<file path="src/design/msq_pkg.sv">
// Shared types, constants and helpers for the marching-squares cell block.
// No dependencies; every other design file imports this package.
package msq_pkg;

  localparam int unsigned VALUE_BITS  = 32;
  localparam int unsigned QUEUE_DEPTH = 2;
  localparam int unsigned ADDR_BITS   = 3;
  localparam int unsigned DATA_BITS   = 32;

  // register indexes
  localparam logic [0:0] REG_ISO_LEVEL = 1'b0;

  typedef logic signed [VALUE_BITS-1:0] val_t;
  typedef logic [VALUE_BITS-1:0]        mag_t;

  typedef struct packed {
    val_t value_bottom_left;
    val_t value_bottom_right;
    val_t value_top_right;
    val_t value_top_left;
    val_t x_left;
    val_t x_right;
    val_t y_bottom;
    val_t y_top;
    logic has_missing;
  } cell_in_t;

  typedef struct packed {
    val_t start_x;
    val_t start_y;
    val_t end_x;
    val_t end_y;
    logic last_segment;
  } seg_out_t;

  typedef enum logic [1:0] {
    EDGE_BOTTOM = 2'd0,
    EDGE_RIGHT  = 2'd1,
    EDGE_TOP    = 2'd2,
    EDGE_LEFT   = 2'd3
  } edge_e;

  // classified cell, as queued between front and back
  typedef struct packed {
    cell_in_t item;
    edge_e    s0_from;
    edge_e    s0_to;
    edge_e    s1_from;
    edge_e    s1_to;
    logic     two;
  } job_t;

  function automatic mag_t abs_diff(val_t x, val_t y);
    logic signed [VALUE_BITS:0] d;
    d = {x[VALUE_BITS-1], x} - {y[VALUE_BITS-1], y};
    if (d[VALUE_BITS]) d = -d;
    return d[VALUE_BITS-1:0];
  endfunction

endpackage

</file>
<file path="src/design/msq_front.sv">
// Front end: accepts a cell, forms the marching-squares case, resolves saddles.
// Depends on msq_pkg; pushes classified jobs into msq_fifo.
module msq_front (
  input  msq_pkg::cell_in_t cell_i,
  input  msq_pkg::val_t     level_i,
  input  logic              take_i,
  output logic              push_o,
  output msq_pkg::job_t     job_o
);
  import msq_pkg::*;

  logic [3:0]                 idx;
  logic signed [VALUE_BITS+1:0] sum;
  logic signed [VALUE_BITS+1:0] lvl4;
  logic                       hi;

  always_comb begin
    idx[0] = cell_i.value_bottom_left  >= level_i;
    idx[1] = cell_i.value_bottom_right >= level_i;
    idx[2] = cell_i.value_top_right    >= level_i;
    idx[3] = cell_i.value_top_left     >= level_i;
    sum = (VALUE_BITS+2)'(cell_i.value_bottom_left) + (VALUE_BITS+2)'(cell_i.value_bottom_right)
        + (VALUE_BITS+2)'(cell_i.value_top_right) + (VALUE_BITS+2)'(cell_i.value_top_left);
    lvl4 = {level_i, 2'b00};
    // mean >= level, without the divide
    hi = sum >= lvl4;

    job_o.item    = cell_i;
    job_o.two     = 1'b0;
    job_o.s0_from = EDGE_BOTTOM;
    job_o.s0_to   = EDGE_LEFT;
    job_o.s1_from = EDGE_RIGHT;
    job_o.s1_to   = EDGE_TOP;
    case (idx)
      4'd1, 4'd14: begin job_o.s0_from = EDGE_BOTTOM; job_o.s0_to = EDGE_LEFT;  end
      4'd2, 4'd13: begin job_o.s0_from = EDGE_BOTTOM; job_o.s0_to = EDGE_RIGHT; end
      4'd3, 4'd12: begin job_o.s0_from = EDGE_LEFT;   job_o.s0_to = EDGE_RIGHT; end
      4'd4, 4'd11: begin job_o.s0_from = EDGE_RIGHT;  job_o.s0_to = EDGE_TOP;   end
      4'd6, 4'd9:  begin job_o.s0_from = EDGE_BOTTOM; job_o.s0_to = EDGE_TOP;   end
      4'd7, 4'd8:  begin job_o.s0_from = EDGE_LEFT;   job_o.s0_to = EDGE_TOP;   end
      4'd5, 4'd10: begin
        job_o.two = 1'b1;
        if (hi == (idx == 4'd5)) begin
          job_o.s0_from = EDGE_BOTTOM; job_o.s0_to = EDGE_RIGHT;
          job_o.s1_from = EDGE_LEFT;   job_o.s1_to = EDGE_TOP;
        end else begin
          job_o.s0_from = EDGE_BOTTOM; job_o.s0_to = EDGE_LEFT;
          job_o.s1_from = EDGE_RIGHT;  job_o.s1_to = EDGE_TOP;
        end
      end
      default: ;
    endcase
    // drop empty and missing cells here
    push_o = take_i && !cell_i.has_missing && (idx != 4'd0) && (idx != 4'd15);
  end

endmodule

</file>
<file path="config.mk">
export PLATFORM = sky130hd
export DESIGN_NAME = msq_front
export DESIGN_NICKNAME = d
export VERILOG_FILES = /design/src/design/msq_pkg.sv /design/src/design/msq_front.sv
export SDC_FILE = /design/constraint.sdc
export NUM_CORES = 1
export LEC_CHECK = 0
export ABC_CLOCK_PERIOD_IN_PS = 7200
export BUFFER_PORTS_ARGS = -buffer_cell sky130_fd_sc_hd__clkbuf_2
export CAP_MARGIN = 5
export CORE_AREA = 2 2 220 222
export DETAILED_ROUTE_END_ITERATION = 16
export DIE_AREA = 0 0 222 224
export PLACE_DENSITY_LB_ADDON = 0.25
export SLEW_MARGIN = 10
export SYNTH_ARGS = -nofsm -noshare
export SYNTH_HDL_FRONTEND = slang
export SYNTH_SLANG_ARGS = --single-unit
</file>
<file path="constraint.sdc">
create_clock -name vclk -period 7.2
set_input_delay 0.72 -clock vclk [all_inputs]
set_output_delay 0.72 -clock vclk [all_outputs]
set_load 0.02 [all_outputs]
</file>
Word level (Yosys, flattened, before mapping)
Index checks and enable logic that the tools add are counted.
{ "op_classes": {"magnitude_cmp": 5, "n_reduce_logical": 11, "n_addsub": 3, "n_eq_ne": 14, "n_mux": 3} }
{ "ops": {"columns": ["operator", "count"], "rows": [
  ["$ge 32x32->1", 4],
  ["$add 33x32->34", 1],
  ["$add 34x32->34", 1],
  ["$ge 34x34->1", 1],
  ["$add 32x32->33", 1],
  ["$eq 4x4->1 const B", 6],
  ["$pmux 4 s6", 1],
  ["$eq 4x3->1 const B", 4],
  ["$reduce_or 2->1", 6],
  ["$eq 4x2->1 const B", 2],
  ["$mux 6", 1],
  ["$mux 5", 1],
  ["$ne 4x4->1 const B", 1],
  ["$reduce_bool 4->1", 1],
  ["$logic_and 1x1->1", 3],
  ["$eq 1x1->1", 1],
  ["$logic_not 1->1", 1]
]} }
{ "totals": {"inputBits": 290, "elab_cells": 36, "regBits": 0, "out_inout_bits": 267} }

Logic depth before layout (Yosys ltp)
{ "logic_depth": {"depth_word": 7, "ltp_mapped": 24, "mapped_depth_nobuf": 24} }

Worst setup path before layout
No wires, ideal clock.
{ "synth_path": {"kind": "input to output", "start": "in cell_i[130] (netlist name)", "end": "out job_o[6] (netlist name)", "setup_slack_ns": 0.393, "stages": 23, "t_required_ns": 6.480, "path_buffers": 0, "t_arrival_ns": 6.087, "cell_sequence": "inv_1 -> fa_1 -> fa_1 -> inv_1 -> ha_1 -> fa_1 -> a211oi_1 -> o21ai_0 -> a211oi_1 -> o21ai_1 -> a311o_1 -> a21oi_2 -> o31ai_1 -> a221oi_1 -> xnor2_1 -> ha_1 -> and3_1 -> nand4_1 -> nor3_1 -> a221oi_1 -> a211oi_1 -> o21ai_0 -> a2bb2oi_1"} }
{ "synth_rtl": {"columns": ["item", "line_no", "rtl"], "rows": [
  ["start: declaration", "msq_front.sv:4", "input msq_pkg::cell_in_t cell_i,"],
  ["end: declaration", "msq_front.sv:8", "output msq_pkg::job_t job_o"]
]} }

==> flow_summary.yaml <==
placement:
  dpl.hpwl_um: 30100
  dpl_worst_slack_ns: -0.6316
  gp_congestion: 0.8396
  dpl_cell_area_mm2: 0.009627
  port_buffers: 298
  place_inst: 1817
critical_path:
  start_kind: "primary input"
  required_ns: 6.48
  worstSetupPathType: "primary input to primary output"
  cp_data_arrival_time_ns: 6.15
  path_max_fanout: 3
  critPathCaptureType: "primary output"
grt:
  grt.overflow.total: 0
  grt_max_degree: 13
  antenna_found_initial: 1
  first_global_vias: 7600
  grt_usage: 0.1264
  grt_pass1_wl_um: 47550
synth:
  synthTopCellsByArea: "ha_1 (27%), buf_4 (22%), fa_1 (14%)"
  synth-simple-area-share: 0.08643
  yosys.area.top_type_share: 0.2669
  synth_top_family_by_area: "adder cells"
  yosysTopAreaCell: "ha_1"
  ys_seq_area_frac: 0
  ys_types: 51
  synthXorXnorAreaFrac: 0.02807
  synth_cells: 1128
  syn_area_mm2: 0.009047
  yosysWarningCount: 0
  synth.mux.area_fraction: 0.005532
  avgSynthCellArea_um2: 8.021
  synth-compound-area-share: 0.1742
  synthAdderAreaFrac: 0.4107
timing:
  rsz0062_at_grt: "false"
  layout_setup_ws_ns: 0.3265
  relSlewSlack: 0.2956
  worst_pin_slew_ns: 1.027
  setup_viol: 0
  hold_violations: 0
  finalCritPeriodShare: 0.9547
  fin_crit_ns: 6.874
  fmax_ghz: 0.1455
  slew_violations: 0
routing:
  avgRoutedWirePerCell_um: 18.01
  drt_pass1_iterations: 5
  drtAntennaViolNets: 0
  drc: 0
  wl_um: 32770
  dr_total_vias: 7600
  drt_iter0_drc: 309
  viasPerCell: 4.178
pwr:
  p_comb_frac: 1.000
  power_density_mw_per_mm2: 182.2
  peakVddDrop_mv: 0.06828
  power_frac_seq: 0
  p_clk_frac: 0
  switching_share: 0.5460
  power_leakage_nw: 5.558
  total_power_w: 0.001806
  internal_power_w: 0.0008199
  p_switching_w: 0.0009860
floorplan:
  num_rows: 80
  dieArea_mm2: 0.04973
  die_h_um: 224
  io_pins: 557
  dieWidth_um: 222
  start_util: 0.1911
  core_area_mm2: 0.04735
status:
  status: "finished clean"
final_layout:
  fin_nets: 1752
  seq_cells: 0
  syn2layout_area_growth_pct: 9.528
  instances_no_fill: 1819
  drive_gt1_frac: 0.3203
  finalCoreUtilization: 0.2093
  clkbuf_count: 0
  seqCellArea_um2: 0
  post-route-cell-area_mm2: 0.009910
min_path:
  min_to: "job_o[27]"
  min_path_cells: 0
  min_path_type: "primary input to primary output"
  min_from: "cell_i[18]"
clock_network:
  post-cts-setup-buffer-count: 0
  cts_hold_buf: 0
flow_run:
  drv_cap: 0
power groups by stage:
stage | Sequential (W) | Clock (W) | Combinational, W
2_1_floorplan | 0 | 0 | 0.00125
3_3_place_gp | 0 | 0 | 0.00166
3_5_place_dp | 0 | 0 | 0.00165
4_1_cts | 0 | 0 | 0.00172
5_1_grt | 0 | 0.0000000000372 | 0.00203
6_report | 0 | 0.0000000000373 | 0.00181
layout make-up:
cell class / count / area [um^2]
fill: 5301 / 37440
multi-input combinational: 680 / 6653
timing repair buffer: 334 / 1777
tap: 615 / 769.5
inverter: 188 / 705.7
antenna: 2 / 5.005
placed cells by master (no fill, tap or decap), types with 4 or more instances in the layout:
cell,count
a221oi_1,7
nand4_1,30
nor3_1,5
ha_1,185
o21ai_0,32
and3_1,5
inv_2,4
and4_1,10
a211oi_1,6
inv_1,184
a221o_1,4
mux2i_1,5
a21o_1,59
o21a_1,11
o21ai_1,6
nor2b_1,11
nand3_1,4
ha_2,5
nor2_1,21
clkbuf_2,295
o211ai_1,8
a21oi_1,67
o21ai_2,4
xor2_1,9
xnor2_1,20
fa_1,62
a21oi_2,8
buf_4,37
nand2_1,36
stage by stage:
| step | hold WS [ns] | setup TNS [ns] |
|---|---|---|
| 6_report | 1.440 | 0 |
| 5_1_grt | 1.440 | 0 |
| 4_1_cts | 1.440 | 0 |
| 3_5_place_dp | 1.440 | -1.185 |
| 3_3_place_gp | 1.440 | -1.116 |
| 2_1_floorplan | 1.525 | 0 |
metal layers:
metal  global-route usage  share of wire  vias to the layer above
li1                     -              -                     3752
met1               0.1616           0.44                     3484
met2               0.2251           0.48                      326
met3              0.01954          0.053                       38
met4              0.02441          0.022                        0
met5                    0              0                        -
worst max-delay path: stages:
cell	delay (ns)
clkbuf_2	0.12
inv_1	0.07
fa_1	0.51
fa_1	0.53
inv_2	0.05
ha_4	0.24
a2111o_1	0.36
o22a_1	0.25
a221o_1	0.42
a211o_4	0.38
buf_6	0.14
a21oi_4	0.15
nand2_1	0.08
a21oi_2	0.14
xnor2_1	0.14
ha_1	0.27
nand2_1	0.07
o21ai_1	0.06
o21a_1	0.18
o21ai_1	0.13
o211ai_1	0.14
buf_4	0.17
a211oi_4	0.29
buf_6	0.15
a21oi_2	0.06
a2bb2oi_2	0.17
buf_4	0.15
kinds of logic (layout without fill, tap and decap cells):
| group | Yosys count | after routing |
|---|---|---|
| buffers and inverters | 449 | 522 |
| adders and majority gates | 258 | 258 |
| other | 2 | 5 |
| AOI/OAI and AO/OA | 242 | 242 |
| xor gates and xnor gates | 29 | 29 |
| muxes | 5 | 5 |
| and+or+nand+nor | 143 | 143 |
cell usage after synthesis, drive strengths merged, types with 2 or more instances:
cell type / number
a221oi: 9
o21ai: 42
and2: 3
o221ai: 3
nor2: 22
nor2b: 11
a2111oi: 2
nand3: 4
nand2b: 3
buf: 260
a21oi: 77
a2111o: 2
o21bai: 3
xnor2: 20
conb: 2
nor4: 4
and3: 5
inv: 188
xor2: 9
nand2: 36
o211ai: 8
a21o: 59
or4bb: 2
o21a: 11
ha: 193
fa: 65
a211o: 2
a221o: 4
and4: 10
or2: 3
nor3: 6
nor4b: 2
nand4: 30
a211oi: 11
mux2i: 5
timing repair:
item | 4_1_cts | 5_1_grt
setup endpoints to repair | 2 | 2
pin swaps | 13 | 40
gates resized for setup | 15 | 54
worst max-delay path by stage:
stage          depth (start not counted)   startpoint  slack, ns       end
6_report                              27  cell_i[200]       0.33  job_o[6]
5_1_grt                               27  cell_i[200]      0.008  job_o[6]
4_1_cts                               27  cell_i[131]     0.0002  job_o[6]
3_5_place_dp                          26  cell_i[130]      -0.63  job_o[6]
3_3_place_gp                          26  cell_i[130]      -0.60  job_o[6]
2_1_floorplan                         23  cell_i[130]       0.39  job_o[6]
No activity file was read; power rests on OpenSTA's default activity.
