## src/design/msq_pkg.sv

```systemverilog
// Shared types, constants and helpers for the marching-squares cell block.
// No dependencies; every other design file imports this package.
package msq_pkg;

  localparam int unsigned VALUE_BITS  = 32;
  localparam int unsigned QUEUE_DEPTH = 2;
  localparam int unsigned ADDR_BITS   = 3;
  localparam int unsigned DATA_BITS   = 32;

  // register indexes
  localparam logic [0:0] REG_ISO_LEVEL = 1'b0;

  typedef logic signed [VALUE_BITS-1:0] val_t;
  typedef logic [VALUE_BITS-1:0]        mag_t;

  typedef struct packed {
    val_t value_bottom_left;
    val_t value_bottom_right;
    val_t value_top_right;
    val_t value_top_left;
    val_t x_left;
    val_t x_right;
    val_t y_bottom;
    val_t y_top;
    logic has_missing;
  } cell_in_t;

  typedef struct packed {
    val_t start_x;
    val_t start_y;
    val_t end_x;
    val_t end_y;
    logic last_segment;
  } seg_out_t;

  typedef enum logic [1:0] {
    EDGE_BOTTOM = 2'd0,
    EDGE_RIGHT  = 2'd1,
    EDGE_TOP    = 2'd2,
    EDGE_LEFT   = 2'd3
  } edge_e;

  // classified cell, as queued between front and back
  typedef struct packed {
    cell_in_t item;
    edge_e    s0_from;
    edge_e    s0_to;
    edge_e    s1_from;
    edge_e    s1_to;
    logic     two;
  } job_t;

  function automatic mag_t abs_diff(val_t x, val_t y);
    logic signed [VALUE_BITS:0] d;
    d = {x[VALUE_BITS-1], x} - {y[VALUE_BITS-1], y};
    if (d[VALUE_BITS]) d = -d;
    return d[VALUE_BITS-1:0];
  endfunction

endpackage

```

## src/design/msq_fifo.sv

```systemverilog
// Short job queue between front and back.
// Depends on msq_pkg for the job type.
module msq_fifo #(
  parameter int unsigned DEPTH = msq_pkg::QUEUE_DEPTH
) (
  input  logic          clk_i,
  input  logic          rst_ni,
  input  logic          push_i,
  input  msq_pkg::job_t data_i,
  input  logic          pop_i,
  output logic          empty_o,
  output logic          full_o,
  output msq_pkg::job_t data_o
);
  import msq_pkg::*;

  localparam int unsigned PtrW = (DEPTH > 1) ? $clog2(DEPTH) : 1;
  localparam int unsigned CntW = $clog2(DEPTH + 1);

  job_t            mem_q [DEPTH];
  logic [PtrW-1:0] wr_q, wr_d, rd_q, rd_d;
  logic [CntW-1:0] cnt_q, cnt_d;
  logic            do_push, do_pop;

  assign empty_o = cnt_q == '0;
  assign full_o  = cnt_q == CntW'(DEPTH);
  assign data_o  = mem_q[rd_q];
  assign do_push = push_i && !full_o;
  assign do_pop  = pop_i && !empty_o;

  function automatic logic [PtrW-1:0] bump(logic [PtrW-1:0] p);
    return (p == PtrW'(DEPTH - 1)) ? '0 : p + 1'b1;
  endfunction

  always_comb begin
    wr_d  = do_push ? bump(wr_q) : wr_q;
    rd_d  = do_pop ? bump(rd_q) : rd_q;
    cnt_d = cnt_q + CntW'(do_push) - CntW'(do_pop);
  end

  always_ff @(posedge clk_i or negedge rst_ni) begin
    if (!rst_ni) begin
      wr_q  <= '0;
      rd_q  <= '0;
      cnt_q <= '0;
    end else begin
      wr_q  <= wr_d;
      rd_q  <= rd_d;
      cnt_q <= cnt_d;
    end
  end

  always_ff @(posedge clk_i) begin
    if (do_push) mem_q[wr_q] <= data_i;
  end

  a_no_overflow: assert property (@(posedge clk_i) disable iff (!rst_ni)
    full_o && push_i && !pop_i |=> full_o && $stable(wr_q))
    else $error("queue pushed while full");
  a_cnt_bound: assert property (@(posedge clk_i) disable iff (!rst_ni)
    cnt_q <= CntW'(DEPTH))
    else $error("queue count out of range");

endmodule

```

## config.mk

```make
export PLATFORM = sky130hd
export DESIGN_NAME = msq_fifo
export DESIGN_NICKNAME = d
export VERILOG_FILES = /design/src/design/msq_pkg.sv /design/src/design/msq_fifo.sv
export SDC_FILE = /design/constraint.sdc
export NUM_CORES = 1
export LEC_CHECK = 0
export ABC_AREA = 1
export BUFFER_PORTS_ARGS = -buffer_cell sky130_fd_sc_hd__buf_2
export CAP_MARGIN = 25
export CORE_AREA = 2 2 310 159
export DETAILED_ROUTE_END_ITERATION = 8
export DIE_AREA = 0 0 312 161
export GPL_ROUTABILITY_DRIVEN = 0
export MAX_ROUTING_LAYER = met4
export PLACE_DENSITY = 0.66
export REMOVE_ABC_BUFFERS = 1
export SYNTH_ARGS = -nofsm -noshare
export SYNTH_HDL_FRONTEND = slang
export SYNTH_SLANG_ARGS = --single-unit
```

## constraint.sdc

```tcl
create_clock -name clk_i -period 24.1 [get_ports clk_i]
set_input_delay 2.41 -clock clk_i [delete_from_list [all_inputs] [get_ports clk_i]]
set_output_delay 2.41 -clock clk_i [all_outputs]
set_load 0.01 [all_outputs]
```

== Yosys cells after proc, flatten, opt, wreduce, memory -nomap -nowiden ==
Memories as Yosys holds them, arrays and structs flattened.
Index checks and enable logic that the tools add are counted.
Storage, ports and cells
  input port bits: 270
  bits in writable memories: 532
  bits in registers: 4
  memories kept: 1
Operators by class
  reduce and logical (&&, ||, !) cells: 5
  add/sub/neg operators: 4
  eq/ne operators: 1
  muxes and demuxes: 4
Memories
  mem_q: words 2, width 266, read ports 1, clocked after memory_dff 0, wr ports 1, RTL line msq_fifo.sv:20  | job_t mem_q [DEPTH];
Operators by type and width (number)
  two-way mux 1 bit: 4
  adder 1 bit (second input constant): 2
  adder 2 x 1 -> 2 bit: 1
  == test 2 bit (second input constant): 1
  logical AND 1 bit: 2
  zero test 1 bit: 2
  zero test 2 bit: 1
  subtractor 2 x 1 -> 2 bit: 1

== Logic depth before layout (Yosys ltp) ==
Gate-level depths: netlist of run 1.
  depth in word-level cells: 5
  mapped depth: 10
  mapped depth without buffers: 10

== Worst setup path before layout of run 1 ==
OpenSTA, ideal clock, no wires.
  kind: input to register
  start point: input port push_i
  end point: memory mem_q[1][0] (netlist name), enable pin
  cell stages on the path: 2
  data arrival time: 13511 ps
  path buffers: 0
  library setup time: 897 ps
  data required time: 23203 ps
  path slack: 9692 ps
  path through: nand2_1 nor2_1
On the way
  word-level cells in the longest chain between the ends: 3
RTL lines
  from (decl): RTL line msq_fifo.sv:8  | input logic push_i,
  logical AND 1 bit: RTL line msq_fifo.sv:28  | assign do_push = push_i && !full_o;
  two-way mux 1 bit: RTL line msq_fifo.sv:54  | if (do_push) mem_q[wr_q] <= data_i;
  two-way mux 1 bit (implied by the code): RTL line msq_fifo.sv:54
  to (decl): RTL line msq_fifo.sv:20
Every way passes these cells.

==> reports/metrics.cfg, run 1 <==
[outcome]
outcome=finished clean

[hold_path]
whs_path_depth=2
hold_class=reg -> reg
worstHoldStart=wr_q
min_to=wr_q

[detailed_routing]
ant_nets=0
drt-vias-per-instance=4.645
drtPass1Iterations=5
drt_iter0_markers=970
routed_wirelength_mm=45.72
route.detailed.drc=0
avgRoutedWirePerCell_um=17.25
vias=12308

[power_and_ir_drop]
power.density_mw_per_mm2=123.3
p_int_uw=1960
p_sw_uw=1039
p_clk_frac=0.240
ir_drop_v=0.00006727
pwr-share-seq=0.440
pwr-share-comb=0.320
p_leak_uw=0.01040
swShare=0.3464
total_power_uw=2999

[layout]
stdcell_count=2650
nNetsFinal=2233
mostFrequentLayoutCell=nand2_1
drive_gt1_frac=0.3078
fillCellCount=4124
post-route-cell-area_mm2=0.02431
final_cell_mix=811 x nand2_1, 537 x buf_2, 532 x edfxtp_1
syn_to_final_growth_pct=23.57

[timing]
tightest_slew_ns=1.114
tns_ns=0
slew_viol_final=0
post-route-period-util=0.2333
finalCriticalPeriod_ns=5.623
finalSetupViolCount=0
max_slew_margin=0.2573
max_freq_ghz=0.1779
rsz0062_at_grt=no
finalClockSkew_ns=0.01742
final-hold-violation-count=0

[setup_path]
worstPathRequired_ns=21.69
critPathKind=reg -> out
regToRegStartpoint=cnt_q[1]
rrSetupSlack_ns=21.26
startpoint_type=register
cp_slowest_stage_delay_ns=0.83
cp_slowest_cell=buf_4
worstRegToRegCells=4
startpoint=rd_q
endpoint_kind=primary output
cp_cell_sequence=buf_4, buf_4, nand2_1, nand2_1, buf_2
r2r_end=mem_q[0][244]
path_max_fanout=86
cp.arrival_ns=3.21

[clock_network]
insertion_delay_ns=0.57
cts_root_buf=clkbuf_16
cts_repair_resize_count=0
cts_tree=yes
numCtsBuffers=47
cts.sinks=536
cts-hold-fix-buffers=0
cts_buffer_depth=3
clk_pin_slew_ns=0.07
htree_levels=2
cts_setup_buffers=0

[floorplan]
start_util=0.4130
pin_count=538
core_area_mm2=0.04764
die_y_um=161
rows=57
die_area_mm2=0.05023
die_w_um=312

[logic_synthesis]
seq_area_frac_synth=0.8170
yosysWarnings=0
synth_cells=1423
netlist_area_mm2=0.01968
synthDistinctLibCells=13
avgSynthCellArea_um2=13.83
yosys_register_bits=536

[placement]
post_dp_cell_area_mm2=0.02286
hpwl_mm=29.68
portBuffers=537
place_inst=2561

[grt]
grt_pass1_vias=12324
overflow=0
grt_max_degree=166
grt_pass1_wl_mm=68.43
track_usage=0.1813
antenna_found_initial=6

[flow_run]
drv_cap=0

[stage by stage]
stage | utilization | hold slack, ns | setup slack, ns
floorplan | - | 0.4419 | 9.692
detailed placement | 0.4798 | 0.4922 | 19.03
finish | 0.5104 | 0.5034 | 18.48
global placement | 0.4788 | 0.4547 | 18.97
global route | 0.5104 | 0.5169 | 18.27
CTS | 0.5101 | 0.5085 | 18.38
[flip-flops by register name (all words and copies together), names as in the netlist]
name and flops:
wr_q 1, cnt_q 2, rd_q 1, mem_q 532
[power groups by stage]
stage          clock [uW]  combinational [uW]  sequential, uW
3_3_place_gp            0                 961            1330
3_5_place_dp            0                 974            1340
4_1_cts               742                 979            1320
5_1_grt               779                1060            1340
2_1_floorplan           0                 529            1440
6_report              719                 960            1320
[cell type report]
cell class	instances	area [um2]	area share
well taps	649	812.0	0.03340
inverters	11	56.30	0.002316
clock inverters	22	162.7	0.006690
multi-input cells	817	3095	0.1273
flip-flops and latches	536	16080	0.6613
diodes	6	15.01	0.0006175
repair buffers	548	2815	0.1158
clock buffers	61	1279	0.05259
[layer usage]
metal / track usage / up-vias / share of wire
met1: 0.2364 / 5934 / 0.43
li1: - / 5900 / -
met5: - / - / 0
met2: 0.2839 / 406 / 0.48
met4: 0.05398 / 0 / 0.024
met3: 0.04468 / 68 / 0.066
[critical path: cells and delay by family, from the launching register on]
| family | cells | cell delay [ns] |
|---|---|---|
| buffers and inverters | 3 | 1.67 |
| DFF | 1 | 0.54 |
| and+or+nand+nor | 2 | 0.23 |
[synthesized netlist by cell type (all sizes together)]
cell,number,area share
nand3,3,0.00076
dfrtp,4,0.0051
buf,57,0.023
inv,11,0.0022
ha,2,0.0013
nor2,1,0.00019
nand2,811,0.15
clkbuf,2,0.00038
edfxtp,532,0.81
[cells by family after synthesis]
logic type               after synthesis  share of synthesized area
AND/OR/NAND/NOR                      815                     0.1557
buffers and inverters                 70                    0.02607
adder cells (fa/ha/maj)                2                   0.001272
flip-flops                           536                     0.8170
[worst max path at each step]
stage	end	slack, ns
final	data_o[189]	18.48
after global routing	data_o[24]	18.27
after CTS	data_o[24]	18.38
after detailed placement	data_o[24]	19.03
after global placement	data_o[24]	18.97
after floorplan	mem_q[1][0]	9.69
Note: power is estimated with default switching activity, not from simulation.
==> run 2, diff against run 1 <==
--- a/config.mk
+++ b/config.mk
@@ -13,7 +13,7 @@
 export DIE_AREA = 0 0 312 161
 export GPL_ROUTABILITY_DRIVEN = 0
 export MAX_ROUTING_LAYER = met4
-export PLACE_DENSITY = 0.66
+export PLACE_DENSITY = 0.68
 export REMOVE_ABC_BUFFERS = 1
 export SYNTH_ARGS = -nofsm -noshare
 export SYNTH_HDL_FRONTEND = slang
==> constraint.sdc (replaced) <==
create_clock -name clk_i -period 4.7 [get_ports clk_i]
set_input_delay 0.47 -clock clk_i [delete_from_list [all_inputs] [get_ports clk_i]]
set_output_delay 0.47 -clock clk_i [all_outputs]
set_load 0.01 [all_outputs]
==> reports/metrics.cfg, run 2 (same netlist as run 1, synthesis figures left out) <==
[timing]
tns_ns=0
rsz0062_at_grt=no
max_slew_margin=0.1519
finalClockSkew_ns=0.01519
tightest_slew_ns=1.272
post-route-period-util=0.7439
finalSetupViolCount=0
final-hold-violation-count=0
slew_viol_final=0
finalCriticalPeriod_ns=3.496
max_freq_ghz=0.2860

[clock_network]
htree_levels=2
cts_buffer_depth=3
cts_setup_buffers=0
cts-hold-fix-buffers=1
cts_tree=yes
cts_repair_resize_count=0
numCtsBuffers=47
clk_pin_slew_ns=0.07
cts_root_buf=clkbuf_16
insertion_delay_ns=0.57
cts.sinks=536

[grt]
overflow=0
grt_max_degree=206
track_usage=0.1813
use_met1=0.2327
top_usage_layer=met2
grt_pass1_wl_mm=68.91
grt_use_met2=0.2903
antenna_found_initial=12
grt_pass1_vias=12071
gr-usage-met3=0.04494

[placement]
hpwl_mm=29.47
portBuffers=537

[layout]
drive_gt1_frac=0.3103
syn_to_final_growth_pct=23.83
final_core_util=0.5114
regMostFlops=mem_q
final_cell_mix=811 x nand2_1, 537 x buf_2, 532 x edfxtp_1
reg_top3=mem_q x532, cnt_q x2
largest_reg_flops=532
mostFrequentLayoutCell=nand2_1
nNetsFinal=2232

[flow_run]
drv_cap=0

[setup_path]
path_max_fanout=155
cpMostUsedCell=nand2_1
cp.arrival_ns=3.03
critPathKind=reg -> out
cp_slowest_stage_delay_ns=0.75
cp_slowest_cell=dfrtp_4
startpoint_type=register
endpoint_kind=primary output
worstPathRequired_ns=4.23
cp_cell_sequence=inv_8, buf_4, nand2_1, nand2_1, buf_2

[detailed_routing]
routed_wirelength_mm=45.76
drt-vias-per-instance=4.632
drt_iter0_markers=1035
route.detailed.drc=0
vias=12312
avgRoutedWirePerCell_um=17.21
drtPass1Iterations=5
ant_nets=0

[floorplan]
die_w_um=312
start_util=0.4130
pin_count=538
die_y_um=161
die_area_mm2=0.05023
core_area_mm2=0.04764
rows=57

[power_and_ir_drop]
ir_drop_v=0.0004853
power.density_mw_per_mm2=631.0
p_leak_uw=0.01040
total_power_uw=15370

[hold_path]
hold_class=in -> reg

[outcome]
outcome=finished clean

==> run 2: cell type report <==
type	count	area, um2
fillers	4062	23280
diodes	11	27.53
repair buffers	547	2828
clock buffers	54	1224
clock inverters	33	242.7
flip-flops and latches	536	16080
well taps	649	812.0
inverters	11	56.30
multi-input cells	817	3095
==> run 2: worst paths after layout <==
| kind | slack, ns | to | from | depth (start not counted) |
|---|---|---|---|---|
| setup / recovery | 1.20 | data_o[87] | rd_q | 5 |
| hold / removal | 0.09 | mem_q[0][131] | data_i[131] | 1 |
| setup reg to reg | 2.33 | mem_q[0][167] | cnt_q[0] | 5 |
| hold reg to reg | 0.49 | wr_q | wr_q | 2 |
| max in group asynchronous | 4.28 | rd_q | rst_ni | 2 |
| min in group asynchronous | 0.28 | rd_q | rst_ni | 2 |
==> run 2: critical path: cells and delay by family, from the launching register on <==
| kind | cells | cell delay, ns |
|---|---|---|
| DFF | 1 | 0.75 |
| and+or+nand+nor | 2 | 0.20 |
| buffers and inverters | 3 | 1.32 |
==> run 2: routing by layer <==
metal  wire [um]  up-vias
li1            -     5903
met1       19030     5910
met2       22620      425
met3        3066       74
met4        1033        0
met5           0        -
==> run 2: report_power, final <==
part	internal, uW	total [uW]	switching (uW)
combinational	1510	4830	3320
clock	2000	3710	1710
sequential	6520	6830	316
==> run 2: through the flow <==
step           cell area (um2)  instances  worst slack, ns  hold slack [ns]
2_1_floorplan            19210       1364           -7.773           0.1744
3_3_place_gp             22860       2559            1.787           0.2808
3_5_place_dp             22860       2559            1.708           0.2849
4_1_cts                  24340       2647            1.088          0.04198
5_1_grt                  24360       2657           0.9186          0.03887
6_report                 24360       2658            1.204          0.08829
